==> src/rtl/pwsm_pkg.sv <==
package pwsm_pkg;

  localparam int NUM_SENSORS = 8;
  localparam int PROX_W      = 12;
  localparam int BASE_W      = 16;
  localparam int OUT_W       = 11;
  localparam int CFG_W       = 15;
  localparam int CFG_IDX_W   = 3;

  // weighted sums span -696150 .. 409500
  localparam int ACC_W  = 21;
  localparam int ABS_W  = ACC_W - 1;
  localparam int SUM_W  = 15;
  localparam int QUOT_W = 12;

  // divide by 350: q0 = (a * DIV_RECIP) >> DIV_SHIFT, then one correction step
  localparam int             AVOID_DIVISOR = 350;
  localparam int             DIV_SHIFT     = 29;
  localparam int             RECIP_W       = 21;
  localparam logic [RECIP_W-1:0] DIV_RECIP = RECIP_W'((64'd1 << DIV_SHIFT) / AVOID_DIVISOR);
  localparam int             MUL_W         = ABS_W + RECIP_W;
  localparam int             Q0_W          = 11;

  // base reduction: base * peak / 8192
  localparam int RED_SHIFT = 13;
  localparam int RPROD_W   = BASE_W + PROX_W + 1;

  localparam int ADJ_W   = BASE_W + 1;
  localparam int TOTAL_W = ADJ_W + 1;

  typedef enum logic [CFG_IDX_W-1:0] {
    REG_CROWD_THRESHOLD = 3'd0,
    REG_LEFT_BIAS       = 3'd1,
    REG_RIGHT_BIAS      = 3'd2,
    REG_SPEED_LIMIT     = 3'd3
  } cfg_reg_t;

  localparam logic [14:0]       CROWD_RESET       = 15'd2800;
  localparam logic signed [7:0] LEFT_BIAS_RESET   = 8'sd66;
  localparam logic signed [7:0] RIGHT_BIAS_RESET  = 8'sd72;
  localparam logic [9:0]        SPEED_LIMIT_RESET = 10'd800;

  typedef logic signed [7:0] coef_t;
  typedef coef_t coef_row_t [NUM_SENSORS];

  localparam coef_row_t COEF_RIGHT = '{
    8'sd17, 8'sd29, 8'sd34, 8'sd10, 8'sd8, -8'sd38, -8'sd56, -8'sd76
  };
  localparam coef_row_t COEF_LEFT = '{
    -8'sd72, -8'sd58, -8'sd36, 8'sd8, 8'sd10, 8'sd36, 8'sd28, 8'sd18
  };

  typedef struct packed {
    logic s2;
    logic s3;
  } div_en_t;

endpackage

==> src/rtl/pwsm_div350.sv <==
// Two-stage signed divide by 350, truncating toward zero.
module pwsm_div350 (
  input  logic                                clk,
  input  pwsm_pkg::div_en_t                   en,
  input  logic signed [pwsm_pkg::ACC_W-1:0]   acc,
  output logic signed [pwsm_pkg::QUOT_W-1:0]  quot
);
  import pwsm_pkg::*;

  logic [ACC_W-1:0] acc_mag;
  logic [ABS_W-1:0] mag_next;
  logic [MUL_W-1:0] mul_next;

  logic             neg;
  logic [ABS_W-1:0] mag;
  logic [MUL_W-1:0] mul;

  logic [Q0_W-1:0]   q0;
  logic [ABS_W-1:0]  rem;
  logic [Q0_W:0]     q;
  logic [QUOT_W-1:0] q_ext;

  always_comb begin
    acc_mag  = acc[ACC_W-1] ? ACC_W'(-acc) : ACC_W'(acc);
    mag_next = acc_mag[ABS_W-1:0];
    mul_next = MUL_W'({{RECIP_W{1'b0}}, mag_next} * {{ABS_W{1'b0}}, DIV_RECIP});
  end

  always_ff @(posedge clk) begin
    if (en.s2) begin
      neg <= acc[ACC_W-1];
      mag <= mag_next;
      mul <= mul_next;
    end
  end

  // estimate is exact or one low
  always_comb begin
    q0    = mul[DIV_SHIFT+Q0_W-1:DIV_SHIFT];
    rem   = mag - ABS_W'(q0 * ABS_W'(AVOID_DIVISOR));
    q     = (Q0_W+1)'(q0) + ((rem >= ABS_W'(AVOID_DIVISOR)) ? (Q0_W+1)'(1) : (Q0_W+1)'(0));
    q_ext = QUOT_W'(q);
  end

  always_ff @(posedge clk) begin
    if (en.s3) begin
      quot <= neg ? $signed(-q_ext) : $signed(q_ext);
    end
  end

endmodule

==> src/rtl/proximity_wheel_speed_mixer_unit.sv <==
// Channel   Direction  Handshake             Payload
// in        input      in_valid / in_stall   prox0..prox7, base_left, base_right
// out       output     out_valid / out_stall left_speed, right_speed
// cfg       input      cfg_we                cfg_index, cfg_data
//
// Four register stages: mix sums, multiplies, divide correction, clamp.
// One item per cycle while out_stall is low; items move on through the stages in order.
// Synchronous reset empties the pipeline and loads register defaults.
// Each stage holds while the one after it is full and stalled, so bubbles
// close up; in_stall rises only when all four stages hold items.
module proximity_wheel_speed_mixer_unit (
  input  logic                                clk,
  input  logic                                rst,
  input  logic                                in_valid,
  output logic                                in_stall,
  input  logic [pwsm_pkg::PROX_W-1:0]         prox0,
  input  logic [pwsm_pkg::PROX_W-1:0]         prox1,
  input  logic [pwsm_pkg::PROX_W-1:0]         prox2,
  input  logic [pwsm_pkg::PROX_W-1:0]         prox3,
  input  logic [pwsm_pkg::PROX_W-1:0]         prox4,
  input  logic [pwsm_pkg::PROX_W-1:0]         prox5,
  input  logic [pwsm_pkg::PROX_W-1:0]         prox6,
  input  logic [pwsm_pkg::PROX_W-1:0]         prox7,
  input  logic signed [pwsm_pkg::BASE_W-1:0]  base_left,
  input  logic signed [pwsm_pkg::BASE_W-1:0]  base_right,
  output logic                                out_valid,
  input  logic                                out_stall,
  output logic signed [pwsm_pkg::OUT_W-1:0]   left_speed,
  output logic signed [pwsm_pkg::OUT_W-1:0]   right_speed,
  input  logic                                cfg_we,
  input  logic [pwsm_pkg::CFG_IDX_W-1:0]      cfg_index,
  input  logic [pwsm_pkg::CFG_W-1:0]          cfg_data
);
  import pwsm_pkg::*;

  // configuration
  logic [14:0]       crowd_threshold;
  logic signed [7:0] left_bias;
  logic signed [7:0] right_bias;
  logic [9:0]        speed_limit;

  always_ff @(posedge clk) begin
    if (rst) begin
      crowd_threshold <= CROWD_RESET;
      left_bias       <= LEFT_BIAS_RESET;
      right_bias      <= RIGHT_BIAS_RESET;
      speed_limit     <= SPEED_LIMIT_RESET;
    end else if (cfg_we) begin
      case (cfg_index)
        REG_CROWD_THRESHOLD: crowd_threshold <= cfg_data[14:0];
        REG_LEFT_BIAS:       left_bias       <= $signed(cfg_data[7:0]);
        REG_RIGHT_BIAS:      right_bias      <= $signed(cfg_data[7:0]);
        REG_SPEED_LIMIT:     speed_limit     <= cfg_data[9:0];
        default: ;
      endcase
    end
  end

  // stage enables
  logic    v1, v2, v3;
  logic    en1, en2, en3, en4;
  div_en_t div_en;

  always_comb begin
    en4      = !out_valid || !out_stall;
    en3      = !v3 || en4;
    en2      = !v2 || en3;
    en1      = !v1 || en2;
    in_stall = !en1;
    div_en   = '{s2: en2, s3: en3};
  end

  always_ff @(posedge clk) begin
    if (rst) begin
      v1        <= 1'b0;
      v2        <= 1'b0;
      v3        <= 1'b0;
      out_valid <= 1'b0;
    end else begin
      if (en1) v1 <= in_valid;
      if (en2) v2 <= v1;
      if (en3) v3 <= v2;
      if (en4) out_valid <= v3;
    end
  end

  // stage 1: weighted sums, reading sum and peak
  logic [PROX_W-1:0]       prox_a [NUM_SENSORS];
  logic signed [ACC_W-1:0] acc_l_next, acc_r_next, px;
  logic [SUM_W-1:0]        sum_next;
  logic [PROX_W-1:0]       peak_next;
  logic [PROX_W-1:0]       peak4 [NUM_SENSORS/2];
  logic [PROX_W-1:0]       peak2 [NUM_SENSORS/4];

  assign prox_a = '{prox0, prox1, prox2, prox3, prox4, prox5, prox6, prox7};

  always_comb begin
    acc_l_next = '0;
    acc_r_next = '0;
    sum_next   = '0;
    px         = '0;
    for (int i = 0; i < NUM_SENSORS; i++) begin
      px         = ACC_W'($signed({1'b0, prox_a[i]}));
      acc_r_next = acc_r_next + ACC_W'(COEF_RIGHT[i]) * px;
      acc_l_next = acc_l_next + ACC_W'(COEF_LEFT[i]) * px;
      sum_next   = sum_next + SUM_W'(prox_a[i]);
    end
    // peak through a three-level compare tree
    for (int i = 0; i < NUM_SENSORS/2; i++) begin
      peak4[i] = (prox_a[2*i] > prox_a[2*i+1]) ? prox_a[2*i] : prox_a[2*i+1];
    end
    for (int i = 0; i < NUM_SENSORS/4; i++) begin
      peak2[i] = (peak4[2*i] > peak4[2*i+1]) ? peak4[2*i] : peak4[2*i+1];
    end
    peak_next = (peak2[0] > peak2[1]) ? peak2[0] : peak2[1];
  end

  logic signed [ACC_W-1:0]  acc_l1, acc_r1;
  logic [SUM_W-1:0]         sum1;
  logic [PROX_W-1:0]        peak1;
  logic signed [BASE_W-1:0] bl1, br1;

  always_ff @(posedge clk) begin
    if (en1) begin
      acc_l1 <= acc_l_next;
      acc_r1 <= acc_r_next;
      sum1   <= sum_next;
      peak1  <= peak_next;
      bl1    <= base_left;
      br1    <= base_right;
    end
  end

  // stage 2: base times peak, crowd test (divide runs in its own unit)
  logic signed [RPROD_W-1:0] peak_s;
  logic signed [RPROD_W-1:0] rprod_l2, rprod_r2;
  logic signed [BASE_W-1:0]  bl2, br2;
  logic                      crowd2;

  assign peak_s = RPROD_W'($signed({1'b0, peak1}));

  always_ff @(posedge clk) begin
    if (en2) begin
      rprod_l2 <= RPROD_W'(bl1) * peak_s;
      rprod_r2 <= RPROD_W'(br1) * peak_s;
      bl2      <= bl1;
      br2      <= br1;
      crowd2   <= sum1 > SUM_W'(crowd_threshold);
    end
  end

  // stage 3: truncating shift of the reduction, apply it
  logic signed [RPROD_W-1:0] red_l, red_r;
  logic signed [ADJ_W-1:0]   bl3, br3;
  logic signed [QUOT_W-1:0]  avoid_l3, avoid_r3;

  always_comb begin
    red_l = (rprod_l2 + (rprod_l2[RPROD_W-1] ? RPROD_W'((1 << RED_SHIFT) - 1) : RPROD_W'(0)))
            >>> RED_SHIFT;
    red_r = (rprod_r2 + (rprod_r2[RPROD_W-1] ? RPROD_W'((1 << RED_SHIFT) - 1) : RPROD_W'(0)))
            >>> RED_SHIFT;
  end

  always_ff @(posedge clk) begin
    if (en3) begin
      bl3 <= crowd2 ? ADJ_W'(bl2) - ADJ_W'(red_l) : ADJ_W'(bl2);
      br3 <= crowd2 ? ADJ_W'(br2) - ADJ_W'(red_r) : ADJ_W'(br2);
    end
  end

  pwsm_div350 u_div_left (
    .clk  (clk),
    .en   (div_en),
    .acc  (acc_l1),
    .quot (avoid_l3)
  );

  pwsm_div350 u_div_right (
    .clk  (clk),
    .en   (div_en),
    .acc  (acc_r1),
    .quot (avoid_r3)
  );

  // stage 4: add avoidance term and bias, clamp
  logic signed [TOTAL_W-1:0] tot_l, tot_r, lim_pos, lim_neg;
  logic signed [TOTAL_W-1:0] clamp_l, clamp_r;

  always_comb begin
    lim_pos = TOTAL_W'($signed({1'b0, speed_limit}));
    lim_neg = -lim_pos;
    tot_l   = TOTAL_W'(bl3) + TOTAL_W'(avoid_l3) + TOTAL_W'(left_bias);
    tot_r   = TOTAL_W'(br3) + TOTAL_W'(avoid_r3) + TOTAL_W'(right_bias);
    clamp_l = (tot_l > lim_pos) ? lim_pos : ((tot_l < lim_neg) ? lim_neg : tot_l);
    clamp_r = (tot_r > lim_pos) ? lim_pos : ((tot_r < lim_neg) ? lim_neg : tot_r);
  end

  always_ff @(posedge clk) begin
    if (en4) begin
      left_speed  <= OUT_W'(clamp_l);
      right_speed <= OUT_W'(clamp_r);
    end
  end

endmodule

==> config.mk <==
export PLATFORM = sky130hd
export DESIGN_NAME = proximity_wheel_speed_mixer_unit
export DESIGN_NICKNAME = d
export VERILOG_FILES = /design/src/rtl/pwsm_pkg.sv /design/src/rtl/pwsm_div350.sv /design/src/rtl/proximity_wheel_speed_mixer_unit.sv
export SDC_FILE = /design/constraint.sdc
export NUM_CORES = 2
export LEC_CHECK = 0
export BUFFER_PORTS_ARGS = -buffer_cell sky130_fd_sc_hd__buf_2
export CORE_MARGIN = 2
export CORE_UTILIZATION = 35
export CTS_CLUSTER_SIZE = 25
export DETAILED_ROUTE_END_ITERATION = 16
export PLACE_DENSITY = 0.47
export SYNTH_ARGS = -nofsm -noshare
export SYNTH_HDL_FRONTEND = slang
export SYNTH_HIERARCHICAL = 1
export SYNTH_SLANG_ARGS = --single-unit
export TNS_END_PERCENT = 10
==> constraint.sdc <==
create_clock -name clk -period 13.3 [get_ports clk]
set_input_delay 2.66 -clock clk [delete_from_list [all_inputs] [get_ports clk]]
set_output_delay 2.66 -clock clk [all_outputs]
set_load 0.02 [all_outputs]
==> results.toml <==
[sta]
min_period_over_period_pct = 79.62
fin_setup_tns_ns = 0
min_period_ns = 10.59
hold_viol = 0
finalMaxSlewViolations = 0
max_freq_ghz = 0.09443
finalSetupViolCount = 0
rsz0062_at_grt = "no"
maxSlewHeadroom_pct = 25.04
fin_skew_ns = 0.07968
worst_pin_slew_ns = 1.116

[clocking]
numCtsBuffers = 54
cts.sinks = 378
clk_latency_ns = 0.71
cts.repair.resized = 0
cts_tree = "yes"
cts-root-buf = "clkbuf_16"
cts_hold_buffers = 0
clk_pin_slew_worst_paths_ns = 0.06
post_cts.repair.setup_buffers = 0
h-tree-depth = 2
clock_path_buffers = 3

[route]
vias = 55220
drc = 0
vias_per_cell = 4.914
dr.pass1.iters = 5
routed_wl_mm = 235.7
ant_nets = 0
routedWlPerCell_um = 20.97
drtIter0Drc = 2825

[floorplanning]
core_mm2 = 0.2251
start_util_pct = 35.22
die_h_um = 479.9
io_pins = 175
die_area_mm2 = 0.2303
rows = 174
chipWidth_um = 479.9

[synth]
avgSynthCellArea_um2 = 9.918
ys_seq_area_share_pct = 13.75
synth-edff-count = 333
synthArstFlopShare_pct = 0
postSynthCellCount = 7994
yosysWarnings = 6
ys.flop_type = "edfxtp_1"
netlist_area_mm2 = 0.07928
ys_ff_latch = 378
ys_types = 102

[critical_path]
cp_max_fo = 7
cp_top_family = "adder cells"
timing.critical_path.mode_cell = "inv_1"
path_buf_inv = 10
critPathSlowestCell = "fa_1"
crit_path_start_kind = "input port"
critical-path-max-stage-delay_ns = 0.54
required_ns = 13.69
worst-setup-path-type = "in -> reg"
cp-end-kind = "flip-flop"
worstPathArrival_ns = 10.98

[global_routing]
grt_pass1_wl_mm = 360.9
grt_pass1_vias = 58537
grt_max_degree = 66
grt_overflow = 0
grt_antenna_before_repair = 32
grt_usage_pct = 20.70

[cells_and_area]
nets = 10899
drive_gt1_share_pct = 5.443
synthToLayoutAreaGrowth_pct = 8.473

[placement]
gp_congestion = 0.9254
dp_hpwl_mm = 201.4
buffer_ports.inserted = 174

[run]
max-cap-violations = 0

[worst_hold_path]
min_path_type = "reg -> reg"

[status]
status = "completed"
per-layer routing:
| layer | track usage (%) | vias up | share of wire, % |
|---|---|---|---|
| li1 | - | 26289 | - |
| met1 | 29.14 | 27660 | 47 |
| met2 | 33.85 | 1041 | 46 |
| met3 | 2.241 | 222 | 4.0 |
| met4 | 5.341 | 8 | 2.7 |
| met5 | 0 | - | 0.022 |
through the flow:
stage / hold slack (ns) / std cells / util, % / setup slack [ns] / cell area [µm²]
after detailed placement: 0.4488 / 11122 / 37.34 / 1.933 / 84060
after CTS: 0.4597 / 11223 / 38.19 / 2.654 / 85960
final: 0.4613 / 11237 / 38.20 / 2.710 / 86000
after global placement: 0.4364 / 11122 / 37.34 / 1.937 / 84060
after floorplan: 0.4298 / 8004 / - / 3.011 / 79320
after global routing: 0.4801 / 11233 / 38.20 / 2.155 / 85990
flip-flops by register name (all words and copies together), names as in the netlist, 15 cells and up:
register and count:
u_div_right/mag 19, sum1 15, br2 16, rprod_l2 29
bl1 16, acc_l1 20, rprod_r2 29, crowd_threshold 15
u_div_left/mag 19, br3 17, bl2 16, acc_r1 21
bl3 17, br1 16
final cells by class:
cell class | count | area (µm²)
diodes | 14 | 35.03
multi-input cells | 5631 | 60980
clock inverters | 38 | 493.0
fillers | 22709 | 139100
well taps | 2992 | 3744
inverters | 1879 | 7053
flip-flops and latches | 378 | 10900
repair buffers | 242 | 1381
clock buffers | 63 | 1415
tightest hold or removal path: cells and delay by family (launching register included):
kind / cells / cell delay [ns]
flops: 1 / 0.31
simple gates: 1 / 0.05
compound gates: 1 / 0.05
synthesized netlist by cell type, types with 11 or more instances:
cell type,count,area (µm²)
or2_2,25,156.4
o41ai_1,11,96.34
o211ai_1,39,292.8
mux2i_1,82,820.8
a21boi_0,22,165.2
or3_1,26,162.7
a211oi_1,30,225.2
and3_1,37,231.5
nand3_1,85,425.4
fa_1,1267,25360
a21oi_1,336,1682
inv_1,1879,7053
nand4_1,61,381.6
a21o_1,137,1028
mux2_2,36,405.4
a211o_1,22,192.7
and2_1,223,1395
a2111oi_0,11,96.34
a31oi_1,23,143.9
o21a_1,63,473.0
nor2_1,256,960.9
o21bai_1,37,277.8
dfxtp_1,45,900.9
nand2_1,425,1595
nor4_1,16,100.1
nand3b_1,12,90.09
nor3_1,91,455.4
clkbuf_1,107,401.6
edfxtp_1,333,10000
xor2_1,116,1016
a41oi_1,12,105.1
nor2b_1,68,425.4
o21ai_0,199,996.0
o221ai_1,18,157.7
o31ai_1,17,127.6
ha_1,1295,16200
nand2b_1,59,369.1
xnor2_1,305,2671
cell usage in the layout, fill, tap and decap left out, drive strengths merged, types with 13 or more instances in the layout:
cell type and count:
o31ai 18, nand3 85, and2 223, dfxtp 45, o21bai 38, ha 1295, o41ai 14, xnor2 306
inv 1888, o21ai 201, nor2 256, a211oi 30, clkinv 17, a31oi 23, a21boi 22, nand2 425
nor4 16, fa 1267, clkbuf 63, nor3 92, a211o 23, nand4 61, o211ai 41, o21a 63
mux2i 82, and3 37, a2111oi 13, or2 25, nand2b 59, a21o 137, mux2 36, or3 29
diode 14, edfxtp 333, xor2 118, nor2b 68, buf 242, a21oi 338, o221ai 18
cell families after synthesis:
logic type                 count (synthesis)  synth area share (%)
adders and majority gates               2562                 52.43
buffers and inverters                   1995                 9.455
and+or+nand+nor                         1424                 8.986
AOI/OAI and AO/OA                       1091                 9.087
xor gates and xnor gates                 425                 4.741
DFF                                      378                 13.75
muxes                                    118                 1.547
other                                      1              0.004730
worst paths after layout:
path,endpoint,start,slack [ns],cells past startpoint
min reg2reg,crowd_threshold[14]$_SDFFE_PP0P_,crowd_threshold[14]$_SDFFE_PP0P_,0.46,2
max,acc_r1[20]$_DFFE_PN_,prox7[2],2.71,37
min,crowd_threshold[14]$_SDFFE_PP0P_,crowd_threshold[14]$_SDFFE_PP0P_,0.46,2
max reg2reg,u_div_right/mul[39]$_DFFE_PP_,acc_r1[0]$_DFFE_PN_,3.36,24
Power is left out: the tool's default activity adds up to more than one toggle a clock period on the data nets, which glitch-free logic cannot reach.
